--- config.mk ---
export PLATFORM = sky130hd
export DESIGN_NAME = voxel_to_hexahedron_corners_flat
export DESIGN_NICKNAME = d
export VERILOG_FILES = /design/src/rtl/core/vthc_pkg.sv /design/src/rtl/core/vthc_ifs.sv /design/src/rtl/core/vthc_front.sv /design/src/rtl/core/vthc_fifo.sv /design/src/rtl/core/vthc_back.sv /design/src/rtl/core/voxel_to_hexahedron_corners.sv /design/src/flat_wrapper.sv
export SDC_FILE = /design/constraint.sdc
export NUM_CORES = 2
export LEC_CHECK = 0
export ABC_AREA = 1
export CAP_MARGIN = 20
export CORE_MARGIN = 2
export CORE_UTILIZATION = 55
export CTS_BUF_LIST = sky130_fd_sc_hd__clkbuf_8 sky130_fd_sc_hd__clkbuf_16
export DETAILED_ROUTE_END_ITERATION = 16
export DONT_BUFFER_PORTS = 1
export GPL_TIMING_DRIVEN = 0
export PLACE_DENSITY = 0.73
export SLEW_MARGIN = 0
export SYNTH_ARGS = -nofsm -noshare
export SYNTH_HDL_FRONTEND = slang
export SYNTH_HIERARCHICAL = 1
export SYNTH_SLANG_ARGS = --single-unit
--- constraint.sdc ---
create_clock -name clk -period 6.71 [get_ports clk]
set_clock_uncertainty 0.15 [all_clocks]
set_input_delay 0.3355 -clock clk [delete_from_list [all_inputs] [get_ports clk]]
set_output_delay 0.3355 -clock clk [all_outputs]
set_load 0.02 [all_outputs]
--- src/rtl/core/vthc_pkg.sv ---
// Shared types and constants for the voxel to hexahedron corner block.
package vthc_pkg;

  localparam int DIM_W   = 11;
  localparam int MIN_W   = 21;
  localparam int SIZE_W  = 13;
  localparam int COORD_W = 32;
  localparam int IDX_W   = 3;
  localparam int DATA_W  = 21;

  localparam int FIFO_DEPTH = 4;
  localparam int FIFO_PTR_W = $clog2(FIFO_DEPTH);

  localparam logic [31:0] EMPTY_DENSITY = 32'h8000_0000;
  localparam logic [2:0]  LAST_CORNER   = 3'd7;

  localparam logic [IDX_W-1:0] REG_DIM_X  = 3'd0;
  localparam logic [IDX_W-1:0] REG_DIM_Y  = 3'd1;
  localparam logic [IDX_W-1:0] REG_MIN_X  = 3'd2;
  localparam logic [IDX_W-1:0] REG_MIN_Y  = 3'd3;
  localparam logic [IDX_W-1:0] REG_MIN_Z  = 3'd4;
  localparam logic [IDX_W-1:0] REG_SIZE_X = 3'd5;
  localparam logic [IDX_W-1:0] REG_SIZE_Y = 3'd6;
  localparam logic [IDX_W-1:0] REG_SIZE_Z = 3'd7;

  typedef struct packed {
    logic signed [31:0] density;
    logic               grid_start;
  } in_beat_t;

  typedef struct packed {
    logic signed [COORD_W-1:0] vertex_x;
    logic signed [COORD_W-1:0] vertex_y;
    logic signed [COORD_W-1:0] vertex_z;
    logic [2:0]                corner;
    logic                      last_corner;
  } out_beat_t;

  typedef struct packed {
    logic [DIM_W-1:0]         dim_x;
    logic [DIM_W-1:0]         dim_y;
    logic signed [MIN_W-1:0]  min_x;
    logic signed [MIN_W-1:0]  min_y;
    logic signed [MIN_W-1:0]  min_z;
    logic [SIZE_W-1:0]        size_x;
    logic [SIZE_W-1:0]        size_y;
    logic [SIZE_W-1:0]        size_z;
  } cfg_t;

  typedef struct packed {
    logic signed [COORD_W-1:0] x;
    logic signed [COORD_W-1:0] y;
    logic signed [COORD_W-1:0] z;
  } base_t;

  typedef struct packed {
    logic full;
    logic empty;
  } fifo_stat_t;

endpackage

--- src/rtl/core/vthc_ifs.sv ---
// Valid/ready stream interfaces for the voxel input and corner output channels.
interface vthc_in_if;
  import vthc_pkg::*;
  logic     valid;
  logic     ready;
  in_beat_t data;
  modport source (output valid, output data, input ready);
  modport sink   (input valid, input data, output ready);
endinterface

interface vthc_out_if;
  import vthc_pkg::*;
  logic      valid;
  logic      ready;
  out_beat_t data;
  modport source (output valid, output data, input ready);
  modport sink   (input valid, input data, output ready);
endinterface

--- src/rtl/core/vthc_front.sv ---
// Front end: grid counters, empty voxel filter and base corner computation.
module vthc_front #(
  parameter int MAX_DIM = 1024
) (
  input  logic                 clk,
  input  logic                 rst_n,
  input  vthc_pkg::cfg_t       cfg,
  vthc_in_if.sink              in_s,
  input  vthc_pkg::fifo_stat_t stat,
  output logic                 push,
  output vthc_pkg::base_t      push_data
);
  import vthc_pkg::*;

  localparam int CW   = (MAX_DIM > 1) ? $clog2(MAX_DIM) : 1;
  localparam int CMPW = (CW + 1 > DIM_W) ? CW + 1 : DIM_W;
  localparam int PW   = CW + SIZE_W;

  logic [CW-1:0] cnt_x_r, cnt_y_r, cnt_z_r;
  logic [CW-1:0] cnt_x_nxt, cnt_y_nxt, cnt_z_nxt;
  logic [CW-1:0] cur_x, cur_y, cur_z;
  logic [CW:0]   nx, ny, nz;

  logic          s1_v_r, s1_v_nxt;
  logic          s1_empty_r;
  logic [CW-1:0] s1_x_r, s1_y_r, s1_z_r;
  logic          s2_v_r, s2_v_nxt;
  base_t         s2_r;
  base_t         s2_nxt;

  logic accept, s1_go, s2_free, s2_load;
  logic [PW-1:0] prod_x, prod_y, prod_z;

  assign push    = s2_v_r && !stat.full;
  assign s2_free = !s2_v_r || push;
  assign s1_go   = s1_v_r && (s1_empty_r || s2_free);
  assign s2_load = s1_go && !s1_empty_r;
  assign in_s.ready = !s1_v_r || s1_go;
  assign accept  = in_s.valid && in_s.ready;
  assign push_data = s2_r;

  always_comb begin
    cur_x = in_s.data.grid_start ? '0 : cnt_x_r;
    cur_y = in_s.data.grid_start ? '0 : cnt_y_r;
    cur_z = in_s.data.grid_start ? '0 : cnt_z_r;
    nx = {1'b0, cur_x} + (CW+1)'(1);
    ny = {1'b0, cur_y} + (CW+1)'(1);
    nz = {1'b0, cur_z} + (CW+1)'(1);
    cnt_x_nxt = cnt_x_r;
    cnt_y_nxt = cnt_y_r;
    cnt_z_nxt = cnt_z_r;
    if (accept) begin
      cnt_y_nxt = cur_y;
      cnt_z_nxt = cur_z;
      if (CMPW'(nx) >= CMPW'(cfg.dim_x) || nx >= (CW+1)'(MAX_DIM)) begin
        cnt_x_nxt = '0;
        if (CMPW'(ny) >= CMPW'(cfg.dim_y) || ny >= (CW+1)'(MAX_DIM)) begin
          cnt_y_nxt = '0;
          cnt_z_nxt = (nz >= (CW+1)'(MAX_DIM)) ? '0 : nz[CW-1:0];
        end else begin
          cnt_y_nxt = ny[CW-1:0];
        end
      end else begin
        cnt_x_nxt = nx[CW-1:0];
      end
    end
  end

  always_comb begin
    prod_x = PW'(s1_x_r) * PW'(cfg.size_x);
    prod_y = PW'(s1_y_r) * PW'(cfg.size_y);
    prod_z = PW'(s1_z_r) * PW'(cfg.size_z);
    s2_nxt.x = {{(COORD_W-MIN_W){cfg.min_x[MIN_W-1]}}, cfg.min_x}
             + {{(COORD_W-PW){1'b0}}, prod_x};
    s2_nxt.y = {{(COORD_W-MIN_W){cfg.min_y[MIN_W-1]}}, cfg.min_y}
             + {{(COORD_W-PW){1'b0}}, prod_y};
    s2_nxt.z = {{(COORD_W-MIN_W){cfg.min_z[MIN_W-1]}}, cfg.min_z}
             + {{(COORD_W-PW){1'b0}}, prod_z};
    s1_v_nxt = accept || (s1_v_r && !s1_go);
    s2_v_nxt = (s2_v_r && !push) || s2_load;
  end

  always_ff @(posedge clk) begin
    if (!rst_n) begin
      cnt_x_r <= '0;
      cnt_y_r <= '0;
      cnt_z_r <= '0;
      s1_v_r  <= 1'b0;
      s2_v_r  <= 1'b0;
    end else begin
      cnt_x_r <= cnt_x_nxt;
      cnt_y_r <= cnt_y_nxt;
      cnt_z_r <= cnt_z_nxt;
      s1_v_r  <= s1_v_nxt;
      s2_v_r  <= s2_v_nxt;
    end
  end

  always_ff @(posedge clk) begin
    if (accept) begin
      s1_empty_r <= (in_s.data.density == EMPTY_DENSITY);
      s1_x_r <= cur_x;
      s1_y_r <= cur_y;
      s1_z_r <= cur_z;
    end
    if (s2_load) begin
      s2_r <= s2_nxt;
    end
  end

endmodule

--- src/rtl/core/vthc_fifo.sv ---
// Short queue of base corners between the front and back ends.
module vthc_fifo (
  input  logic                 clk,
  input  logic                 rst_n,
  input  logic                 push,
  input  vthc_pkg::base_t      push_data,
  input  logic                 pop,
  output vthc_pkg::base_t      pop_data,
  output vthc_pkg::fifo_stat_t stat
);
  import vthc_pkg::*;

  base_t                 mem_r [FIFO_DEPTH];
  logic [FIFO_PTR_W-1:0] wr_ptr_r, wr_ptr_nxt;
  logic [FIFO_PTR_W-1:0] rd_ptr_r, rd_ptr_nxt;
  logic [FIFO_PTR_W:0]   cnt_r, cnt_nxt;

  assign stat.full  = (cnt_r == (FIFO_PTR_W+1)'(FIFO_DEPTH));
  assign stat.empty = (cnt_r == '0);
  assign pop_data   = mem_r[rd_ptr_r];

  always_comb begin
    wr_ptr_nxt = push ? wr_ptr_r + 1'b1 : wr_ptr_r;
    rd_ptr_nxt = pop  ? rd_ptr_r + 1'b1 : rd_ptr_r;
    cnt_nxt    = cnt_r;
    if (push && !pop) begin
      cnt_nxt = cnt_r + 1'b1;
    end else if (pop && !push) begin
      cnt_nxt = cnt_r - 1'b1;
    end
  end

  always_ff @(posedge clk) begin
    if (!rst_n) begin
      wr_ptr_r <= '0;
      rd_ptr_r <= '0;
      cnt_r    <= '0;
    end else begin
      wr_ptr_r <= wr_ptr_nxt;
      rd_ptr_r <= rd_ptr_nxt;
      cnt_r    <= cnt_nxt;
    end
  end

  always_ff @(posedge clk) begin
    if (push) begin
      mem_r[wr_ptr_r] <= push_data;
    end
  end

  a_no_overflow: assert property (@(posedge clk) disable iff (!rst_n)
    push |-> (!stat.full || pop))
    else $error("queue written while full");

  a_no_underflow: assert property (@(posedge clk) disable iff (!rst_n)
    pop |-> !stat.empty)
    else $error("queue read while empty");

endmodule

--- src/rtl/core/vthc_back.sv ---
// Back end: corner sequencer and registered output stage.
module vthc_back (
  input  logic                 clk,
  input  logic                 rst_n,
  input  vthc_pkg::cfg_t       cfg,
  input  vthc_pkg::fifo_stat_t stat,
  input  vthc_pkg::base_t      pop_data,
  output logic                 pop,
  vthc_out_if.source           out_m
);
  import vthc_pkg::*;

  logic      b_v_r, b_v_nxt;
  base_t     base_r;
  logic [2:0] k_r, k_nxt;
  logic      out_v_r, out_v_nxt;
  out_beat_t out_r, out_nxt;
  logic      emit, last;

  assign emit = b_v_r && (!out_v_r || out_m.ready);
  assign last = (k_r == LAST_CORNER);
  assign pop  = !stat.empty && (!b_v_r || (emit && last));

  assign out_m.valid = out_v_r;
  assign out_m.data  = out_r;

  always_comb begin
    out_nxt.vertex_x = base_r.x
      + ((k_r[0] ^ k_r[1]) ? {{(COORD_W-SIZE_W){1'b0}}, cfg.size_x} : '0);
    out_nxt.vertex_y = base_r.y
      + (k_r[2] ? {{(COORD_W-SIZE_W){1'b0}}, cfg.size_y} : '0);
    out_nxt.vertex_z = base_r.z
      - (k_r[1] ? {{(COORD_W-SIZE_W){1'b0}}, cfg.size_z} : '0);
    out_nxt.corner      = k_r;
    out_nxt.last_corner = last;
    k_nxt     = emit ? k_r + 3'd1 : k_r;
    b_v_nxt   = pop ? 1'b1 : ((emit && last) ? 1'b0 : b_v_r);
    out_v_nxt = emit ? 1'b1 : (out_m.ready ? 1'b0 : out_v_r);
  end

  always_ff @(posedge clk) begin
    if (!rst_n) begin
      b_v_r   <= 1'b0;
      k_r     <= '0;
      out_v_r <= 1'b0;
    end else begin
      b_v_r   <= b_v_nxt;
      k_r     <= k_nxt;
      out_v_r <= out_v_nxt;
    end
  end

  always_ff @(posedge clk) begin
    if (pop) begin
      base_r <= pop_data;
    end
    if (emit) begin
      out_r <= out_nxt;
    end
  end

  a_corner_step: assert property (@(posedge clk) disable iff (!rst_n)
    (emit && !last) |=> (b_v_r && k_r == $past(k_r) + 3'd1))
    else $error("corner sequence broken mid voxel");

  a_idle_at_zero: assert property (@(posedge clk) disable iff (!rst_n)
    !b_v_r |-> (k_r == '0))
    else $error("corner counter not at zero between voxels");

endmodule

--- src/rtl/core/voxel_to_hexahedron_corners.sv ---
// Top level: configuration registers, front end, queue and corner back end.
// Voxel densities enter one beat per cycle, while ready is high, in x, y, z
// scan order. An empty voxel (density 0x80000000) only advances the grid
// counters and gives no output; a filled voxel gives eight corner beats, v0
// to v7, one per cycle unless the output stalls, at a rate set by the corner
// sequencer feeding the single output register. Empty voxels pass one per
// cycle, even with the queue full, unless a blocked filled voxel holds stage
// 1. Stage 1, stage 2, the queue and the base register lie before the output
// register. Configuration writes take effect in the next cycle; the user must
// make them only while the block is idle, which the block does not enforce.
module voxel_to_hexahedron_corners #(
  parameter int MAX_DIM = 1024
) (
  input  logic                          clk,
  input  logic                          rst_n,
  input  logic                          cfg_we,
  input  logic [vthc_pkg::IDX_W-1:0]    cfg_index,
  input  logic [vthc_pkg::DATA_W-1:0]   cfg_data,
  vthc_in_if.sink                       in_s,
  vthc_out_if.source                    out_m
);
  import vthc_pkg::*;

  cfg_t       cfg_r, cfg_nxt;
  fifo_stat_t stat;
  logic       push, pop;
  base_t      push_data, pop_data;

  always_comb begin
    cfg_nxt = cfg_r;
    if (cfg_we) begin
      case (cfg_index)
        REG_DIM_X:  cfg_nxt.dim_x  = cfg_data[DIM_W-1:0];
        REG_DIM_Y:  cfg_nxt.dim_y  = cfg_data[DIM_W-1:0];
        REG_MIN_X:  cfg_nxt.min_x  = cfg_data[MIN_W-1:0];
        REG_MIN_Y:  cfg_nxt.min_y  = cfg_data[MIN_W-1:0];
        REG_MIN_Z:  cfg_nxt.min_z  = cfg_data[MIN_W-1:0];
        REG_SIZE_X: cfg_nxt.size_x = cfg_data[SIZE_W-1:0];
        REG_SIZE_Y: cfg_nxt.size_y = cfg_data[SIZE_W-1:0];
        REG_SIZE_Z: cfg_nxt.size_z = cfg_data[SIZE_W-1:0];
        default: cfg_nxt = cfg_r;
      endcase
    end
  end

  always_ff @(posedge clk) begin
    if (!rst_n) begin
      cfg_r.dim_x  <= DIM_W'(1);
      cfg_r.dim_y  <= DIM_W'(1);
      cfg_r.min_x  <= '0;
      cfg_r.min_y  <= '0;
      cfg_r.min_z  <= '0;
      cfg_r.size_x <= SIZE_W'(1);
      cfg_r.size_y <= SIZE_W'(1);
      cfg_r.size_z <= SIZE_W'(1);
    end else begin
      cfg_r <= cfg_nxt;
    end
  end

  vthc_front #(.MAX_DIM(MAX_DIM)) u_front (
    .clk       (clk),
    .rst_n     (rst_n),
    .cfg       (cfg_r),
    .in_s      (in_s),
    .stat      (stat),
    .push      (push),
    .push_data (push_data)
  );

  vthc_fifo u_fifo (
    .clk       (clk),
    .rst_n     (rst_n),
    .push      (push),
    .push_data (push_data),
    .pop       (pop),
    .pop_data  (pop_data),
    .stat      (stat)
  );

  vthc_back u_back (
    .clk      (clk),
    .rst_n    (rst_n),
    .cfg      (cfg_r),
    .stat     (stat),
    .pop_data (pop_data),
    .pop      (pop),
    .out_m    (out_m)
  );

endmodule

--- src/flat_wrapper.sv ---
// flat-port wrapper written by rule: the top's interface ports become plain ports
module voxel_to_hexahedron_corners_flat import vthc_pkg::*;
#(
  parameter int MAX_DIM = 1024
)
  (clk, rst_n, cfg_we, cfg_index, cfg_data, in_s_valid, in_s_data, in_s_ready, out_m_valid, out_m_data, out_m_ready);
  vthc_in_if in_s_i ();
  vthc_out_if out_m_i ();
  input  logic clk;
  input  logic rst_n;
  input  logic cfg_we;
  input  logic [vthc_pkg::IDX_W-1:0] cfg_index;
  input  logic [vthc_pkg::DATA_W-1:0] cfg_data;
  input wire logic [$bits(in_s_i.valid)-1:0] in_s_valid;
  input wire logic [$bits(in_s_i.data)-1:0] in_s_data;
  output wire logic [$bits(in_s_i.ready)-1:0] in_s_ready;
  output wire logic [$bits(out_m_i.valid)-1:0] out_m_valid;
  output wire logic [$bits(out_m_i.data)-1:0] out_m_data;
  input wire logic [$bits(out_m_i.ready)-1:0] out_m_ready;
  assign in_s_i.valid = in_s_valid;
  assign in_s_i.data = in_s_data;
  assign in_s_ready = in_s_i.ready;
  assign out_m_valid = out_m_i.valid;
  assign out_m_data = out_m_i.data;
  assign out_m_i.ready = out_m_ready;
  voxel_to_hexahedron_corners #(.MAX_DIM(MAX_DIM)) u_core (.clk(clk), .rst_n(rst_n), .cfg_we(cfg_we), .cfg_index(cfg_index), .cfg_data(cfg_data), .in_s(in_s_i), .out_m(out_m_i));
endmodule
After elaboration in Yosys (flattened, before gate mapping)
Memories as Yosys holds them, arrays and structs flattened. A register that Yosys moved wholly into a read port is not among the register bits. Index checks and enable logic that the tools add are counted. Widths: inputs -> output; s select.

Register bits: 395. Memory bits (writable): 384. Input port bits: 62. Output and inout bits: 102. Word-level logic and storage cells: 128. Memories kept: 1.

Memory list: u_core.u_fifo.mem_r (depth 4, bits a word 96, rd ports 1, clocked after memory_dff 1, wr ports 1, RTL line vthc_fifo.sv:13) `base_t mem_r [FIFO_DEPTH];`.

$add $sub $neg: 14. $mul: 3. $lt $le $gt $ge: 5. Equal/unequal tests: 10. Muxes and demuxes: 20. Bitwise gates (word level): 1. Reductions and logical operators: 43.

Operators by type and width (count): $mux 10 (9); $add 21x24->25 (3); $mul 10x13->23 (3); $add 32x13->32 (2); $mux 13 (3); $add 10x1->11 const B (3); $ge 11x11->1 const B (3); $eq 32x32->1 const B (1); $sub 32x13->32 (1); $ge 11x11->1 (2); $eq 3x3->1 const B (6); $reduce_and 2->1 (8); $logic_and 1x1->1 (11); $logic_not 1->1 (10); $logic_or 1x1->1 (9); $add 3x1->3 const B (2); $eq 3x2->1 const B (2); $logic_not 3->1 (2); $mux 1 (6); $mux 3 (2); $reduce_bool 2->1 (3); $add 2x1->2 const B (2); $eq 3x1->1 const B (1); $sub 3x1->3 const B (1); $xor 1x1->1 (1).

Longest topological paths before layout
Depth in word-level cells: 9. Mapped depth: 30. Depth with buffers taken out: 29.

By module
The synthesis kept the hierarchy.

Modules (own cells, without submodules): vthc_front (times used 1, cells an instance 2962, area each 23035.8 um2, seq. area each 3823.7 um2); vthc_fifo (times used 1, cells an instance 986, area each 14719.1 um2, seq. area each 11711.2 um2); vthc_back (times used 1, cells an instance 1262, area each 10923.0 um2, seq. area each 5985.7 um2); voxel_to_hexahedron_corners (times used 1, cells an instance 708, area each 4902.2 um2, seq. area each 2482.4 um2).

Least setup slack after synthesis
OpenSTA, ideal clock, no wires.

Kind: register to register. From: register u_core.u_back.k_r[1]. To: register u_core.u_fifo.cnt_r[1]. Setup time: 116 ps. Arrival: 6104 ps. Data required time: 6444 ps. Slack: 340 ps. Stages on the path, launching flop included: 11. Buffers on the path: 0. Clock period less this slack: 6370 ps. Cell sequence: dfxtp_1 -> ha_1 -> ha_1 -> a21oi_1 -> nor2_1 -> inv_1 -> ha_1 -> inv_1 -> fa_1 -> o21ai_0 -> nor2_1.

Cells in the longest elaborated chain, start to end: 7. Elaborated cells on any way between the ends: 9. Classes of those cells: eq/ne: 1; mux: 1; reduce/logical: 7.

Ends and longest elaborated chain: from (decl) (RTL line vthc_back.sv:15) `logic [2:0] k_r, k_nxt;`; from (signal assigned) (RTL line vthc_back.sv:48) `k_r <= k_nxt;`; $eq 3x3->1 (RTL line vthc_back.sv:21) `assign last = (k_r == LAST_CORNER);`; net u_core.u_back.last (RTL line vthc_back.sv:18) `logic emit, last;`; $logic_and 1x1->1 (RTL line vthc_back.sv:22) `assign pop = !stat.empty && (!b_v_r || (emit && last));`; $logic_or 1x1->1 (RTL line vthc_back.sv:22); $logic_and 1x1->1 (RTL line vthc_back.sv:22); net u_core.pop (RTL line voxel_to_hexahedron_corners.sv:26) `logic push, pop;`; $logic_not 1->1 (RTL line vthc_fifo.sv:26) `if (push && !pop) begin`; $logic_and 1x1->1 (RTL line vthc_fifo.sv:26); $mux 3 (RTL line vthc_fifo.sv:26); net u_core.u_fifo.cnt_nxt[1] (RTL line vthc_fifo.sv:16) `logic [FIFO_PTR_W:0] cnt_r, cnt_nxt;`; to (signal assigned) (RTL line vthc_fifo.sv:41) `cnt_r <= cnt_nxt;`; to (decl) (RTL line vthc_fifo.sv:16).

The timed path passes the listed nets, and every way through them passes these cells. A chain may end at the register's enable or synchronous reset.

==> metrics <==
status finished clean; met3 WL approximately 10000 µm; Worst Path Arrival 6730 ps; pin count of the biggest net entering global routing 77; Least-Margin Pin Slew 1030 ps; CP delay by family, top adder cells; Filler cells 8009; Leakage approximately 0.028 µW; Final Hold Viols 0; vias per cell 5.49; H-tree depth 3; post-synthesis instance total 5918; Hold WS 63.3 ps; 1st-iter DRT viols 4009; PortBufs 0; Core Area ~97000 µm²; GRT overflow 0; crit share post-route around 97%; Synth Area per Inst 9.05 µm²; drt drc 0; Die X between 300 and 400 µm; WL met1 58600 µm; Final Non-Filler Cells approximately 7400; critical path's largest stage delay 530 ps; post-DP HPWL 102000 µm; internal power 11100 µW; CP max FO 10; antenna violations before repair 14; commonest non-fill, non-tap cell in the layout nand2_1; Final Critical Period roughly 6500 ps; Synthesized Nets 6565; slowest CP cell fa_1; Root Buffer clkbuf_16; final design utilization 61.6%; Clock Sinks 856; Worst Setup Path Type flip-flop to flip-flop; worst vdd ir 0.181 mV; clock network power share 28.5%; CTS buffer count 91; Tot GR Track Use 27.0%; initial core utilization 55.5%; deepest clock path buffer count 3; FF+latch count, synth around 860; met2 WL 62900 µm; DRT Pass-1 Iters 9; Routed WL 136000 µm; CP Launch Type flip-flop; Worst-Skew Late Latency about 670 ps; post-route ant nets 0; post-synthesis cell type count between 50 and 60; post-synthesis sequential area ratio 44.8%; Synth top area share 38.4%; # setup viols final 0; chip height 316 µm; io pins 164; power density over cell area 289 nW/µm²; final setup margin about 220 ps; Syn Std Cell Area approximately 54000 µm²; worst path required time 6950 ps; via count 40800; Synth area leader edfxtp_1; CTS tree yes; maxcap violations 0; Hold Path Class input pin to flip-flop; share of layout cells above drive strength 1 8.34%; Synthesis Warnings 6; wire per inst 18.4 µm; synth top area cells edfxtp_1 38%, fa_1 9.9%, nand2_1 9.5%, ha_1 7.5%, dfxtp_1 6.4%; Max Freq 154 MHz; sequential share of power 44.7%; vias in the first global route 38800; RePlAce Congestion 0.934; Crit. End Element flip-flop; Top Metal Used met5; full die area between 90000 and 100000 µm²; FP Rows between 100 and 150; worst path bufs/invs 4; fin nets roughly 6700; Placed Cells incl. Taps 7205; Comb pwr share a little over a quarter; area grow syn2layout 11.0%; first-pass GRT wire length roughly 210000 µm; sw power between 6000 and 7000 µW; Slew Limit Fails 0; clk slew on worst S/H paths 60 ps; dpl ws -538 ps; Net Sw Frac 35.2%; Slew HR 31.3%; most frequent cells in the layout 1343 x nand2_1, 921 x inv_1, 686 x edfxtp_1
-- logic make-up (layout without fill, tap and decap cells) --
kind of cell | after synthesis | in the layout | synth area share (%)
xor+xnor | 186 | 186 | 3.04
simple gates | 2462 | 2462 | 18.9
flops | 856 | 856 | 44.8
compound gates | 692 | 692 | 7.07
buf+inv | 1137 | 1361 | 8.78
fa+ha+maj | 585 | 585 | 17.4
other cells | 0 | 7 | 0
-- power groups by stage --
| stage | Combinational, µW | Sequential (µW) | Clock (µW) |
|---|---|---|---|
| 2_1_floorplan | 3090 | 7630 | 0 |
| 3_3_place_gp | 4340 | 7790 | 0 |
| 3_5_place_dp | 4460 | 7770 | 0 |
| 4_1_cts | 4510 | 7680 | 4950 |
| 5_1_grt | 5090 | 7750 | 5160 |
| 6_report | 4610 | 7670 | 4890 |
-- state kept, by name, summed over array words and instances, names as in the netlist, named ones only --
| name | cells |
|---|---|
| u_core/u_fifo/wr_ptr_r | 2 |
| u_core/cfg_r | 124 |
| u_core/u_back/base_r | 96 |
| u_core/u_fifo/cnt_r | 3 |
| u_core/u_front/cnt_y_r | 10 |
| u_core/u_back/b_v_r | 1 |
| u_core/u_front/push_data | 75 |
| u_core/u_back/k_r | 3 |
| u_core/u_fifo/rd_ptr_r | 2 |
| u_core/u_front/s1_z_r | 10 |
| u_core/u_back/out_m.data | 100 |
| u_core/u_front/s1_empty_r | 1 |
| u_core/u_front/s1_x_r | 10 |
| u_core/u_front/cnt_z_r | 10 |
| u_core/u_front/s1_v_r | 1 |
| u_core/u_fifo/mem_r | 384 |
| u_core/u_back/out_m.valid | 1 |
| u_core/u_front/s1_y_r | 10 |
| u_core/u_front/s2_v_r | 1 |
| u_core/u_front/cnt_x_r | 10 |
-- layout make-up --
type                       count  area [µm²]  area share [%]
inverter                     918        3480            5.84
clock inverter                63         422           0.709
antenna                        7        17.5          0.0294
buffer                       202        1410            2.37
sequential                   856       24000            40.4
timing repair buffer          72         806            1.35
clock buffer                 106        2520            4.23
tap                         1276        1600            2.68
multi-input combinational   3925       25200            42.4
-- through the flow --
step / TNS, ps / instance area (µm²) / total power, µW
after floorplan: 0 / 53600 / 10700
after global placement: -193700 / 55200 / 12100
after detailed placement: -5390 / 55500 / 12200
after CTS: -1.78 / 58900 / 17100
after global routing: -68.3 / 59500 / 18000
final: 0 / 59500 / 17200
-- per-layer routing --
metal / vias to the layer above / track usage (%)
li1: 19500 / -
met1: 19400 / 37.9
met2: 1634 / 43.3
met3: 269 / 3.40
met4: 16 / 9.56
met5: - / 0
-- repair_timing --
item / in CTS / in global routing
setup endpoints to repair: 25 / 32
hold buffers: 31 / 0
resized for setup: 68 / 224
pin swaps: 1 / 13
endpoints found under the hold margin: 135 / 0
setup buffers: 6 / 24
-- final timing paths --
| check | cells after the start | end | from | slack [ps] |
|---|---|---|---|---|
| worst min-delay path | 4 | u_core/cfg_r[10] | cfg_data[10] | 60 |
| worst min register to register | 2 | u_core/u_front/cnt_z_r[1] | u_core/u_front/cnt_z_r[1] | 320 |
| worst max-delay path | 25 | u_core/u_front/push_data[22] | u_core/u_front/s1_z_r[8] | 220 |
| worst max register to register | 25 | u_core/u_front/push_data[22] | u_core/u_front/s1_z_r[8] | 220 |
-- tightest hold or removal path, stage by stage --
cell and delay, ps:
inv_1 220, nand2_1 150, nand2_1 50, nor2_1 70
-- cell usage after synthesis (all sizes together) --
master and instances:
nand2 1369, dfxtp 170, clkinv 1, nand4 48
a211oi 1, and3 7, o22ai 96, o2111ai 1
nor3b 1, clkbuf 98, buf 121, nor4 20
inv 917, o21bai 13, fa 265, o31ai 6
ha 320, a31oi 11, a21oi 207, edfxtp 686
a21o 17, o211ai 12, nor3 50, a221oi 6
o211a 2, xor2 134, and2 1, o21a 6
nor2 669, a21boi 3, or2 1, nand3b 13
xnor2 52, o21ai 311, nand3 283
(Power assumes the default switching activity.)
